--- src/hw/rtl/utc_pkg.sv ---
// ----------------------------------------------------------------------------
// UTC calendar converter package
// Field types, reciprocal constants and the month start table.
// ----------------------------------------------------------------------------
`default_nettype none

package utc_pkg;

  typedef logic [30:0] epoch_t;
  typedef logic [10:0] year_t;
  typedef logic [3:0]  month_t;
  typedef logic [4:0]  day_t;
  typedef logic [4:0]  hour_t;
  typedef logic [5:0]  minsec_t;
  typedef logic [8:0]  doy_t;

  typedef struct packed {
    month_t month;
    day_t   day;
  } md_t;

  // Division of seconds by 86400 is done as (t >> 7) / 675 by reciprocal.
  localparam logic [24:0] DayRecip    = 25'd25451659;
  localparam logic [16:0] SecsPerDay  = 17'd86400;

  // Day count is shifted to 1969-01-01 so that four-year blocks end in a leap year.
  localparam logic [14:0] EpochShift  = 15'd365;
  localparam logic [15:0] QuadRecip   = 16'd45934;
  localparam logic [10:0] QuadDays    = 11'd1461;
  localparam logic [8:0]  DaysCommon  = 9'd365;
  localparam year_t       BaseYear    = 11'd1969;

  // Hour is (sod >> 4) / 225, minute is (rem >> 2) / 15, both by reciprocal.
  localparam logic [12:0] HourRecip   = 13'd4661;
  localparam logic [11:0] SecsPerHour = 12'd3600;
  localparam logic [10:0] MinRecip    = 11'd1093;
  localparam logic [5:0]  SecsPerMin  = 6'd60;

  function automatic doy_t month_start(input month_t idx, input logic leap);
    doy_t base;
    case (idx)
      4'd0:    base = 9'd0;
      4'd1:    base = 9'd31;
      4'd2:    base = 9'd59;
      4'd3:    base = 9'd90;
      4'd4:    base = 9'd120;
      4'd5:    base = 9'd151;
      4'd6:    base = 9'd181;
      4'd7:    base = 9'd212;
      4'd8:    base = 9'd243;
      4'd9:    base = 9'd273;
      4'd10:   base = 9'd304;
      4'd11:   base = 9'd334;
      default: base = 9'd0;
    endcase
    if (leap && (idx >= 4'd2)) begin
      base = base + 9'd1;
    end
    return base;
  endfunction

endpackage

`default_nettype wire

--- src/hw/rtl/utc_month_lookup.sv ---
// ----------------------------------------------------------------------------
// UTC month lookup
// Turns a zero-based day of year into month and day of month.
// ----------------------------------------------------------------------------
`default_nettype none

module utc_month_lookup (
  input  utc_pkg::doy_t doy_i,
  input  logic          leap_i,
  output utc_pkg::md_t  md_o
);
  import utc_pkg::*;

  month_t idx;
  doy_t   offset;

  always_comb begin
    idx = 4'd0;
    for (int m = 1; m < 12; m++) begin
      if (doy_i >= month_start(4'(m), leap_i)) begin
        idx = 4'(m);
      end
    end
    offset   = doy_i - month_start(idx, leap_i);
    md_o.month = idx + 4'd1;
    md_o.day   = offset[4:0] + 5'd1;
  end

endmodule

`default_nettype wire

--- src/hw/rtl/unix_time_to_calendar.sv ---
// ----------------------------------------------------------------------------
// UTC calendar converter
// Throughput is one word per cycle unless the output stalls; each of the seven
// stages holds one word.
// A stage moves on when the stage after it is empty or moving.
// Reset clears the stage valid flags only; no result is pending after reset.
// ----------------------------------------------------------------------------
`default_nettype none

module unix_time_to_calendar (
  input  logic             clk_i,
  input  logic             rst_ni,
  input  logic             in_valid_i,
  output logic             in_ready_o,
  input  utc_pkg::epoch_t  epoch_seconds_i,
  output logic             out_valid_o,
  input  logic             out_ready_i,
  output utc_pkg::year_t   cal_year_o,
  output utc_pkg::month_t  cal_month_o,
  output utc_pkg::day_t    cal_day_o,
  output utc_pkg::hour_t   hour_of_day_o,
  output utc_pkg::minsec_t minute_of_hour_o,
  output utc_pkg::minsec_t second_of_minute_o
);
  import utc_pkg::*;

  localparam int unsigned NumStages = 7;

  logic [NumStages-1:0] valid_q, valid_d, valid_in, rdy, ld;

  always_comb begin
    rdy[NumStages-1] = !valid_q[NumStages-1] || out_ready_i;
    for (int k = NumStages - 2; k >= 0; k--) begin
      rdy[k] = !valid_q[k] || rdy[k+1];
    end
    valid_in = {valid_q[NumStages-2:0], in_valid_i};
    ld       = rdy & valid_in;
    valid_d  = (rdy & valid_in) | (~rdy & valid_q);
  end

  always_ff @(posedge clk_i or negedge rst_ni) begin
    if (!rst_ni) begin
      valid_q <= '0;
    end else begin
      valid_q <= valid_d;
    end
  end

  assign in_ready_o  = rdy[0];
  assign out_valid_o = valid_q[NumStages-1];

  // Stage 1: input register.
  epoch_t t1_q;
  always_ff @(posedge clk_i) begin
    if (ld[0]) begin
      t1_q <= epoch_seconds_i;
    end
  end

  // Stage 2: whole days.
  logic [48:0] day_prod;
  logic [14:0] days2_q;
  logic [16:0] tlo2_q;
  assign day_prod = 49'(t1_q[30:7]) * 49'(DayRecip);
  always_ff @(posedge clk_i) begin
    if (ld[1]) begin
      days2_q <= day_prod[48:34];
      tlo2_q  <= t1_q[16:0];
    end
  end

  // Stage 3: seconds of day and four-year block.
  logic [31:0] day_secs;
  logic [14:0] dp;
  logic [30:0] quad_prod;
  logic [16:0] sod3_q;
  logic [14:0] dp3_q;
  logic [4:0]  q3_q;
  assign day_secs  = 32'(days2_q) * 32'(SecsPerDay);
  assign dp        = days2_q + EpochShift;
  assign quad_prod = 31'(dp) * 31'(QuadRecip);
  always_ff @(posedge clk_i) begin
    if (ld[2]) begin
      sod3_q <= tlo2_q - day_secs[16:0];
      dp3_q  <= dp;
      q3_q   <= quad_prod[30:26];
    end
  end

  // Stage 4: hour and day within the block.
  logic [25:0] hour_prod;
  logic [15:0] quad_base;
  logic [14:0] r_full;
  hour_t       hour4_q;
  logic [16:0] sod4_q;
  logic [10:0] r4_q;
  logic [4:0]  q4_q;
  assign hour_prod = 26'(sod3_q[16:4]) * 26'(HourRecip);
  assign quad_base = 16'(q3_q) * 16'(QuadDays);
  assign r_full    = dp3_q - quad_base[14:0];
  always_ff @(posedge clk_i) begin
    if (ld[3]) begin
      hour4_q <= hour_prod[24:20];
      sod4_q  <= sod3_q;
      r4_q    <= r_full[10:0];
      q4_q    <= q3_q;
    end
  end

  // Stage 5: seconds of hour, year and day of year.
  logic [16:0] hour_secs;
  logic [1:0]  yb;
  logic [10:0] yb_days;
  logic [10:0] doy_full;
  hour_t       hour5_q;
  logic [11:0] rem5_q;
  year_t       year5_q;
  logic        leap5_q;
  doy_t        doy5_q;
  assign hour_secs = 17'(hour4_q) * 17'(SecsPerHour);
  always_comb begin
    if (r4_q >= 11'(3 * 365)) begin
      yb = 2'd3;
    end else if (r4_q >= 11'(2 * 365)) begin
      yb = 2'd2;
    end else if (r4_q >= 11'(DaysCommon)) begin
      yb = 2'd1;
    end else begin
      yb = 2'd0;
    end
    yb_days  = 11'(yb) * 11'(DaysCommon);
    doy_full = r4_q - yb_days;
  end
  always_ff @(posedge clk_i) begin
    if (ld[4]) begin
      hour5_q <= hour4_q;
      rem5_q  <= sod4_q[11:0] - hour_secs[11:0];
      year5_q <= BaseYear + {4'd0, q4_q, 2'b00} + 11'(yb);
      leap5_q <= (yb == 2'd3);
      doy5_q  <= doy_full[8:0];
    end
  end

  // Stage 6: month, day and minute.
  md_t         md;
  logic [20:0] min_prod;
  hour_t       hour6_q;
  logic [11:0] rem6_q;
  year_t       year6_q;
  md_t         md6_q;
  minsec_t     minute6_q;
  utc_month_lookup u_month_lookup (
    .doy_i  (doy5_q),
    .leap_i (leap5_q),
    .md_o   (md)
  );
  assign min_prod = 21'(rem5_q[11:2]) * 21'(MinRecip);
  always_ff @(posedge clk_i) begin
    if (ld[5]) begin
      hour6_q   <= hour5_q;
      rem6_q    <= rem5_q;
      year6_q   <= year5_q;
      md6_q     <= md;
      minute6_q <= min_prod[19:14];
    end
  end

  // Stage 7: seconds and result register.
  logic [11:0] min_secs;
  logic [11:0] sec_full;
  assign min_secs = 12'(minute6_q) * 12'(SecsPerMin);
  assign sec_full = rem6_q - min_secs;
  always_ff @(posedge clk_i) begin
    if (ld[6]) begin
      cal_year_o         <= year6_q;
      cal_month_o        <= md6_q.month;
      cal_day_o          <= md6_q.day;
      hour_of_day_o      <= hour6_q;
      minute_of_hour_o   <= minute6_q;
      second_of_minute_o <= sec_full[5:0];
    end
  end

endmodule

`default_nettype wire

--- config.mk ---
export PLATFORM = sky130hd
export DESIGN_NAME = unix_time_to_calendar
export DESIGN_NICKNAME = d
export VERILOG_FILES = /design/src/hw/rtl/utc_pkg.sv /design/src/hw/rtl/utc_month_lookup.sv /design/src/hw/rtl/unix_time_to_calendar.sv
export SDC_FILE = /design/constraint.sdc
export NUM_CORES = 1
export LEC_CHECK = 0
export ABC_AREA = 1
export BUFFER_PORTS_ARGS = -buffer_cell sky130_fd_sc_hd__buf_2
export CAP_MARGIN = 0
export CORE_ASPECT_RATIO = 1.25
export CORE_UTILIZATION = 58
export CTS_BUF_LIST = sky130_fd_sc_hd__clkbuf_4 sky130_fd_sc_hd__clkbuf_8 sky130_fd_sc_hd__clkbuf_16
export DETAILED_ROUTE_END_ITERATION = 10
export PLACE_DENSITY = 0.8
export SLEW_MARGIN = 5
export SYNTH_ARGS = -nofsm -noshare
export SYNTH_HDL_FRONTEND = slang
export SYNTH_SLANG_ARGS = --single-unit
--- constraint.sdc ---
create_clock -name clk_i -period 7.5 [get_ports clk_i]
set_input_delay 1.5 -clock clk_i [delete_from_list [all_inputs] [get_ports clk_i]]
set_output_delay 1.5 -clock clk_i [all_outputs]
set_load 0.1 [all_outputs]
==> results of run 1 <==
==> worst paths after layout <==
check / startpoint / to / slack, ps / cells after the start
min in group asynchronous: rst_ni / async pin / 780 / 1
min reg2reg: t1_q[1] / tlo2_q[1] / 410 / 0
max: days2_q[2] / q3_q[2] / 510 / 31
min: t1_q[1] / tlo2_q[1] / 410 / 0
max in group asynchronous: rst_ni / async pin / 6530 / 1
max reg2reg: days2_q[2] / q3_q[2] / 510 / 31
==> metal layers <==
| metal | wire (um) | global-route usage, % | vias to the layer above |
|---|---|---|---|
| met2 | 34630 | 50.99 | 451 |
| met4 | 3058 | 11.69 | 2 |
| met1 | 23580 | 27.26 | 9550 |
| li1 | - | - | 9423 |
| met3 | 2087 | 2.462 | 174 |
| met5 | 12 | 0 | - |
==> stage by stage <==
stage	worst slack, ps	utilization [%]
6_report	514.9	63.82
4_1_cts	237.3	63.64
5_1_grt	5.726	63.81
3_3_place_gp	396.5	61.78
3_5_place_dp	267.0	61.78
2_1_floorplan	760.0	-
==> registers in the layout, summed over array words and instances, names as in the netlist, 9 cells and up, named ones only <==
register	cells
t1_q	31
sod3_q	17
tlo2_q	17
days2_q	15
rem5_q	12
sod4_q	12
dp3_q	11
r4_q	11
cal_year_o	10
year5_q	10
year6_q	10
doy5_q	9
md6_q	9
==> cells in the final DEF (no fill, tap or decap), drive strengths merged, types with 46 or more instances in the layout <==
cell    Yosys  final
a21oi     140    140
buf         2     96
edfxtp    238    238
fa        320    320
ha        635    635
inv       787    790
nand2     233    233
nor2      130    130
o21ai      76     76
xnor2      46     46
xor2       87     87
==> logic make-up after synthesis <==
| kind of cell | share of synthesized area (%) |
|---|---|
| flip-flops | 24.93 |
| AND/OR/NAND/NOR | 6.526 |
| AO/OA/AOI/OAI | 5.593 |
| adder cells (fa/ha/maj) | 48.86 |
| XOR/XNOR | 3.966 |
| buffers and inverters | 10.13 |
==> what timing repair did <==
item | CTS | global route
endpoints found under the setup margin | 0 | 4
resized for setup | 0 | 8
setup buffers | 0 | 7
==> cell type report <==
| type | instances | area share, % |
|---|---|---|
| tap | 651 | 2.571 |
| multi-input combinational | 1830 | 60.35 |
| inverter | 788 | 9.336 |
| sequential | 245 | 23.11 |
| timing repair buffer | 96 | 1.698 |
| clock buffer | 34 | 2.338 |
| clock inverter | 16 | 0.5805 |
| antenna | 2 | 0.01580 |
==> results.sh, run 1 <==
export IMPL_dp_cells=3603
export IMPL_crit_path_top_delay_cell="fa_1"
export IMPL_setup_viol=0
export IMPL_overflow=0
export IMPL_regArea_mm2=0.007322
export IMPL_hold_path_class="reg2reg"
export IMPL_hold_viol_final=0
export IMPL_yosys_area_top_type="ha_1"
export IMPL_multi_input_area_mm2=0.01912
export IMPL_die_h_um=253.6
export IMPL_antenna_found_initial=1
export IMPL_die_w_um=203.3
export IMPL_gr_usage_all_layers_pct=25.83
export IMPL_yosysSeqAreaShare_pct=24.93
export IMPL_syn2layout_area_growth_pct=7.854
export IMPL_wl_per_cell_um=17.30
export IMPL_grt_pass1_wl_um=104700
export IMPL_cts_hold_buf=0
export IMPL_syn_instance_count=2866
export IMPL_firstDrtPassIters=5
export IMPL_clkLatencyLatePin_ps=570
export IMPL_drive_gt1_share_pct=5.916
export IMPL_post_dp_cell_area_mm2=0.03067
export IMPL_fin_area_mm2=0.03168
export IMPL_crit_path_frequent_cell="inv_1"
export IMPL_fin_crit_sh_pct=93.13
export IMPL_whs_ps=408.7
export IMPL_fin_skew_ps=28.52
export IMPL_drv_slew=0
export IMPL_synth_enable_flop_cells=238
export IMPL_end_kind="flop"
export IMPL_synthTopCellsByArea="ha_1, edfxtp_1, fa_1, inv_1, nand2_1"
export IMPL_cap_viol_max_count=0
export IMPL_coreArea_mm2=0.04964
export IMPL_period_needed_ps=6985
export IMPL_vias=19600
export IMPL_clk_pin_slew_ps=60
export IMPL_ys_warn_count=0
export IMPL_cts_made_buffers=27
export IMPL_fin_cells=3662
export IMPL_rows=91
export IMPL_cp_top_family="adder cells"
export IMPL_clk_path_buf_depth=3
export IMPL_start_util_pct=59.17
export IMPL_async_flop_share_pct=2.857
export IMPL_cts_tree="built"
export IMPL_ios=74
export IMPL_cts_num_sinks=245
export IMPL_cpPeakStageDelay_ps=540
export IMPL_synth_main_ff_cell="edfxtp_1"
export IMPL_yosysMostFrequentCell="inv_1"
export IMPL_status="finished clean"
export IMPL_start_kind="flop"
export IMPL_drc=0
export IMPL_rsz0062_at_grt="no"
export IMPL_nFillCells=3835
export IMPL_fmax_ghz=0.1432
export IMPL_synth_seq_cells=245
export IMPL_grt_pass1_vias=21910
export IMPL_ctsRootBufferMaster="clkbuf_16"
export IMPL_syn_area_per_cell_um2=10.25
export IMPL_synth_common_cells="inv_1, ha_1, fa_1"
export IMPL_synth_cell_types=46
export IMPL_synth_cell_area_mm2=0.02937
export IMPL_cp_data_required_time_ps=7790
export IMPL_crit_fanout=7
export IMPL_setup_tns_ps=0
export IMPL_drt_wl_total_um=63370
export IMPL_tightest_slew_ps=1115
export IMPL_drt_vias_per_instance=5.352
export IMPL_place_hpwl_um=54150
export IMPL_portBuffers=73
export IMPL_grt_start_max_net_pins=37
export IMPL_path_buf_inv=8
export IMPL_h_tree_depth=1
export IMPL_die_area_mm2=0.05156
export IMPL_drt_iter0_drc=799
export IMPL_ant_nets=0
export IMPL_arrival_ps=7280
export IMPL_syn_nets=3856
export IMPL_maxSlewHeadroom_pct=24.91
export IMPL_nNetsFinal=3978
export IMPL_path_class="reg2reg"
export IMPL_synth_top_area_share_pct=27.05
export IMPL_gp_routability_congestion=0.9447
Power of run 1 is left out: the tool's default activity adds up to more than one toggle a clock period on the data nets, which glitch-free logic cannot reach.
==> inputs of run 2 (changes only) <==
ABC_AREA = not set   (was 1)
PLACE_DENSITY = 0.83   (was 0.8)
clock period = 6.4 ns   (was 7.5 ns; I/O delays follow)
==> run 2 against run 1 <==
Compared with the run above:
- the run now ends with negative setup slack left
- sequential share of layout area is 0.36 points lower
- register-to-register slack worse by 800 ps
- sequential cell count stayed put
- wire length is 3.4% lower
- final area is 1.6% higher
- via count is 7.3% lower
- critical endpoint is now q3_q[4]
- largest cell class unchanged
==> results.sh, run 2 <==
export IMPL_status="finished, violations left"
export IMPL_violations="negative setup slack"
export IMPL_die_w_um=199.2
export IMPL_cp_data_required_time_ps=6740
export IMPL_crit_path_top_delay_cell="fa_1"
export IMPL_rsz0062_at_grt="yes"
export IMPL_die_h_um=248.5
export IMPL_min_to="sod3_q[5]"
export IMPL_post_dp_cell_area_mm2=0.03046
export IMPL_grt_pass1_wl_um=99090
export IMPL_tightest_slew_ps=1212
export IMPL_met3_usage_pct=2.645
export IMPL_ios=74
export IMPL_setup_tns_ps=-1081
export IMPL_arrival_ps=7030
export IMPL_fin_area_mm2=0.03218
export IMPL_reg2reg_from="days2_q[2]"
export IMPL_crit_path_frequent_cell="buf_4"
export IMPL_top_regs="t1_q (31), sod3_q (17), tlo2_q (17)"
export IMPL_place_hpwl_um=50970
export IMPL_pre_cts_ws_ps=-504.2
export IMPL_hold_path_class="reg2reg"
export IMPL_r2r_cells=33
export IMPL_ys_warn_count=0
export IMPL_cpPeakStageDelay_ps=550
export IMPL_grtUsageMet1_pct=26.18
export IMPL_top_register="t1_q"
export IMPL_cts_num_sinks=245
export IMPL_grt_start_max_net_pins=38
export IMPL_synth_common_cells="inv_1, ha_1, fa_1"
export IMPL_clkLatencyLatePin_ps=590
export IMPL_rows=89
export IMPL_gp_routability_congestion=0.9727
export IMPL_setup_viol=5
export IMPL_drv_slew=0
export IMPL_synthTopCellsByArea="ha_1, edfxtp_1, fa_1, inv_1, xnor2_1"
export IMPL_syn_nets=3472
export IMPL_fin_crit_sh_pct=104.5
export IMPL_clk_pin_slew_ps=70
export IMPL_layout_common_cells="inv_1, ha_1, fa_1"
export IMPL_drc=0
export IMPL_drt_vias_per_instance=5.324
export IMPL_portBuffers=73
export IMPL_ctsRootBufferMaster="clkbuf_16"
export IMPL_setup_slack_ps=-287.6
export IMPL_syn_area_per_cell_um2=11.36
export IMPL_nFillCells=3275
export IMPL_largest_reg_flops=31
export IMPL_critPathLaunch="days2_q[2]"
export IMPL_die_area_mm2=0.04950
export IMPL_yosysSeqAreaShare_pct=25.97
export IMPL_r2r_slack_ps=-290
export IMPL_coreArea_mm2=0.04755
export IMPL_grt_busiest_layer="met2"
export IMPL_min_from="tlo2_q[5]"
export IMPL_drt_wl_total_um=61240
export IMPL_synth_enable_flop_cells=238
export IMPL_hold_viol_final=0
export IMPL_num_antenna_cells=0
export IMPL_syn2layout_area_growth_pct=14.12
export IMPL_drive_gt1_share_pct=14.55
export IMPL_crit_fanout=5
export IMPL_cts_tree="built"
export IMPL_antenna_found_initial=1
export IMPL_overflow=0
export IMPL_async_flop_share_pct=2.857
export IMPL_synth_seq_cells=245
export IMPL_maxSlewHeadroom_pct=19.17
export IMPL_period_needed_ps=6688
export IMPL_fmax_ghz=0.1495
export IMPL_clk_path_buf_depth=3
export IMPL_use_met2_pct=50.46
export IMPL_cap_viol_max_count=0
export IMPL_yosys_area_top_type="ha_1"
export IMPL_gr_usage_all_layers_pct=25.74
export IMPL_syn_instance_count=2482
export IMPL_drt_iter0_drc=729
export IMPL_grt_pass1_vias=20520
export IMPL_start_kind="flop"
export IMPL_firstDrtPassIters=5
export IMPL_start_util_pct=59.30
export IMPL_path_class="reg2reg"
export IMPL_vias=18170
export IMPL_synth_top_area_share_pct=28.18
export IMPL_timing_rr_end="q3_q[4]"
export IMPL_end_kind="flop"
export IMPL_cts_made_buffers=28
export IMPL_synth_main_ff_cell="edfxtp_1"
export IMPL_synth_cell_types=68
export IMPL_yosysMostFrequentCell="inv_1"
export IMPL_h_tree_depth=1
export IMPL_synth_cell_area_mm2=0.02819
export IMPL_wl_per_cell_um=17.94
export IMPL_final_common_cell="inv_1"
export IMPL_fin_skew_ps=14.36
export IMPL_nNetsFinal=3744
export IMPL_cts_hold_buf=0
export IMPL_hold_depth=0
export IMPL_ant_nets=0
-- run 2: critical path: cells and delay by family, from the launching register on --
kind                     cells  cell delay (ps)
XOR/XNOR                     2              260
AND/OR/NAND/NOR              1              200
flip-flops                   1              410
AO/OA/AOI/OAI                7              900
adder cells (fa/ha/maj)      8             3100
buffers and inverters       15             1580
-- run 2: metal layers --
layer | vias to the layer above | routed length, um
met5 | - | 0
met4 | 0 | 3744
met3 | 214 | 1920
met2 | 416 | 33790
met1 | 8951 | 21790
li1 | 8591 | -
-- run 2: repair_timing --
item	4_1_cts	5_1_grt
buffers inserted	24	24
gates resized for setup	21	66
pin swaps	31	59
endpoints found under the setup margin	11	15
-- run 2: through the flow --
step           hold WS (ps)  utilization [%]  instances
6_report              417.3            67.67       3413
5_1_grt               420.2            67.67       3413
4_1_cts               413.0            66.58       3390
3_5_place_dp          404.5            64.06       3315
3_3_place_gp          400.4            64.06       3315
2_1_floorplan         400.3                -       2482
-- run 2: layout make-up --
cell class / instances / area, um^2 / area share, %
inverters: 700 / 2628 / 8.166
flip-flops and latches: 245 / 7322 / 22.76
repair buffers: 249 / 1738 / 5.401
multi-input cells: 1530 / 18770 / 58.33
clock inverters: 21 / 200.2 / 0.6222
clock buffers: 31 / 723.2 / 2.248
well taps: 637 / 797.0 / 2.477
-- run 2: how the worst max path moves through the flow --
stage          slack, ps  depth (start not counted)      end
3_3_place_gp        -340                         28  q3_q[4]
3_5_place_dp        -500                         27  q3_q[4]
6_report            -290                         33  q3_q[4]
4_1_cts             -330                         29  q3_q[4]
2_1_floorplan       -340                         30  q3_q[4]
5_1_grt             -560                         28  q3_q[3]
-- run 2: kinds of logic after synthesis --
kind of cell,share of synthesized area [%]
adders and majority gates,50.90
buffers and inverters,9.470
AOI/OAI and AO/OA,5.769
DFF,25.97
and+or+nand+nor,3.581
xor gates and xnor gates,4.194
muxes,0.1154
Power of run 2 is left out for the same reason.
==> inputs of run 3 (changes only) <==
MAX_ROUTING_LAYER = met4   (was not set)
PLACE_DENSITY = 0.78   (was 0.83)
SKIP_CTS_REPAIR_TIMING = 1   (was not set)
==> run 3 against run 2 <==
Compared with the run above:
- the run still ends with negative setup slack left
- global-route usage decreased by 0.10 points
- first-iteration DRC count decreased by 23%
- clock skew increased by 12 ps
- non-clock buffer count decreased by 36
- final area decreased by 1.2%
- worst setup slack got worse by 23 ps
- critical endpoint is now q3_q[3]
==> results.sh, run 3 (synthesis gave the netlist of run 2 again) <==
export IMPL_status="finished, violations left"
export IMPL_violations="negative setup slack"
export IMPL_hold_path_class="reg2reg"
export IMPL_cts_tree="built"
export IMPL_grt_pass1_wl_um=95990
export IMPL_hold_depth=0
export IMPL_grt_pass1_vias=19980
export IMPL_min_to="cal_year_o[0]"
export IMPL_r2r_slack_ps=-310
export IMPL_grt_start_max_net_pins=38
export IMPL_coreArea_mm2=0.04755
export IMPL_start_kind="flop"
export IMPL_fin_skew_ps=26.08
export IMPL_period_needed_ps=6711
export IMPL_clk_path_buf_depth=3
export IMPL_crit_path_frequent_cell="fa_1"
export IMPL_die_h_um=248.5
export IMPL_reg2reg_from="days2_q[1]"
export IMPL_ctsRootBufferMaster="clkbuf_16"
export IMPL_fin_crit_sh_pct=104.9
export IMPL_ios=74
export IMPL_largest_reg_flops=31
export IMPL_drt_iter0_drc=558
export IMPL_regArea_mm2=0.007322
export IMPL_drc=0
export IMPL_layout_common_cells="inv_1, ha_1, fa_1"
export IMPL_cts_made_buffers=28
export IMPL_crit_fanout=4
export IMPL_ant_nets=0
export IMPL_min_from="year6_q[0]"
export IMPL_multi_input_area_mm2=0.01859
export IMPL_cap_viol_max_count=0
export IMPL_fmax_ghz=0.1490
export IMPL_setup_slack_ps=-311.0
export IMPL_tightest_slew_ps=1016
export IMPL_arrival_ps=7030
export IMPL_drt_wl_total_um=58760
export IMPL_gr_usage_all_layers_pct=25.64
export IMPL_antenna_found_initial=0
export IMPL_num_antenna_cells=0
export IMPL_drive_gt1_share_pct=13.18
export IMPL_portBuffers=73
export IMPL_end_kind="flop"
export IMPL_path_class="reg2reg"
export IMPL_drv_slew=0
export IMPL_hold_viol_final=0
export IMPL_rows=89
export IMPL_cts_num_sinks=245
export IMPL_start_util_pct=59.30
export IMPL_vias=17700
export IMPL_clk_pin_slew_ps=70
export IMPL_r2r_cells=29
export IMPL_gp_routability_congestion=0.9876
export IMPL_syn2layout_area_growth_pct=12.80
export IMPL_top_regs="t1_q (31), sod3_q (17), tlo2_q (17)"
export IMPL_cpPeakStageDelay_ps=520
export IMPL_die_area_mm2=0.04950
export IMPL_clkLatencyLatePin_ps=570
export IMPL_top_register="t1_q"
export IMPL_drt_vias_per_instance=5.241
export IMPL_final_common_cell="inv_1"
export IMPL_firstDrtPassIters=4
export IMPL_post_dp_cell_area_mm2=0.03033
export IMPL_nFillCells=3482
export IMPL_die_w_um=199.2
export IMPL_rsz0062_at_grt="yes"
export IMPL_maxSlewHeadroom_pct=32.09
export IMPL_place_hpwl_um=50540
export IMPL_nNetsFinal=3708
export IMPL_setup_viol=5
export IMPL_overflow=0
export IMPL_fin_area_mm2=0.03180
export IMPL_cp_data_required_time_ps=6720
export IMPL_wl_per_cell_um=17.40
export IMPL_crit_path_top_delay_cell="fa_1"
export IMPL_timing_rr_end="q3_q[3]"
export IMPL_h_tree_depth=1
==> run 3: cell types whose count changed in the layout (fill, tap and decap cells not counted), moves of 4 or more <==
cell       previous run  this run
ha_1                616       624
buf_4               167       140
buf_6                 7         0
clkinv_1              8         0
bufinv_16             2         6
ha_4                 16         6
==> run 3: area by class of cell <==
cell class                 count  area share, %
clock buffer                  33          2.376
clock inverter                19         0.9403
inverter                     700          8.262
multi-input combinational   1530          58.44
sequential                   245          23.02
tap                          637          2.506
timing repair buffer         213          4.454
==> run 3: worst max path at each step <==
stage                    start  endpoint  cells after the start
floorplan           days2_q[2]   q3_q[4]                     30
global placement    days2_q[1]   q3_q[4]                     28
detailed placement  days2_q[1]   q3_q[4]                     28
CTS                 days2_q[1]   q3_q[4]                     28
global route        days2_q[3]   q3_q[3]                     29
finish              days2_q[1]   q3_q[3]                     29
==> run 3: layer usage <==
metal | up-vias | track usage (%) | routed length [um]
met4 | 0 | 12.59 | 3387
met3 | 200 | 2.794 | 1754
li1 | 8517 | - | -
met1 | 8636 | 26.13 | 21550
met5 | - | - | 0
met2 | 347 | 47.78 | 32070
==> run 3: stage by stage <==
| stage | setup slack (ps) | utilization (%) | setup TNS [ps] | instances | hold WS, ps |
|---|---|---|---|---|---|
| 6_report | -311.0 | 66.88 | -970.7 | 3377 | 414.9 |
| 2_1_floorplan | -336.3 | - | -757.2 | 2482 | 400.3 |
| 4_1_cts | -510.8 | 66.01 | -1667 | 3353 | 415.3 |
| 5_1_grt | -601.0 | 66.88 | -2657 | 3377 | 405.7 |
| 3_3_place_gp | -357.8 | 63.79 | -947.1 | 3301 | 400.8 |
| 3_5_place_dp | -508.6 | 63.79 | -1620 | 3301 | 404.5 |
==> run 3: worst max-delay path: cells and delay by family, from the launching register on <==
family / cells / cell delay, ps
adder cells (fa/ha/maj): 8 / 3200
AO/OA/AOI/OAI: 5 / 770
buffers and inverters: 6 / 550
AND/OR/NAND/NOR: 8 / 1060
XOR/XNOR: 2 / 410
flip-flops: 1 / 440
Power of run 3 is left out for the same reason.
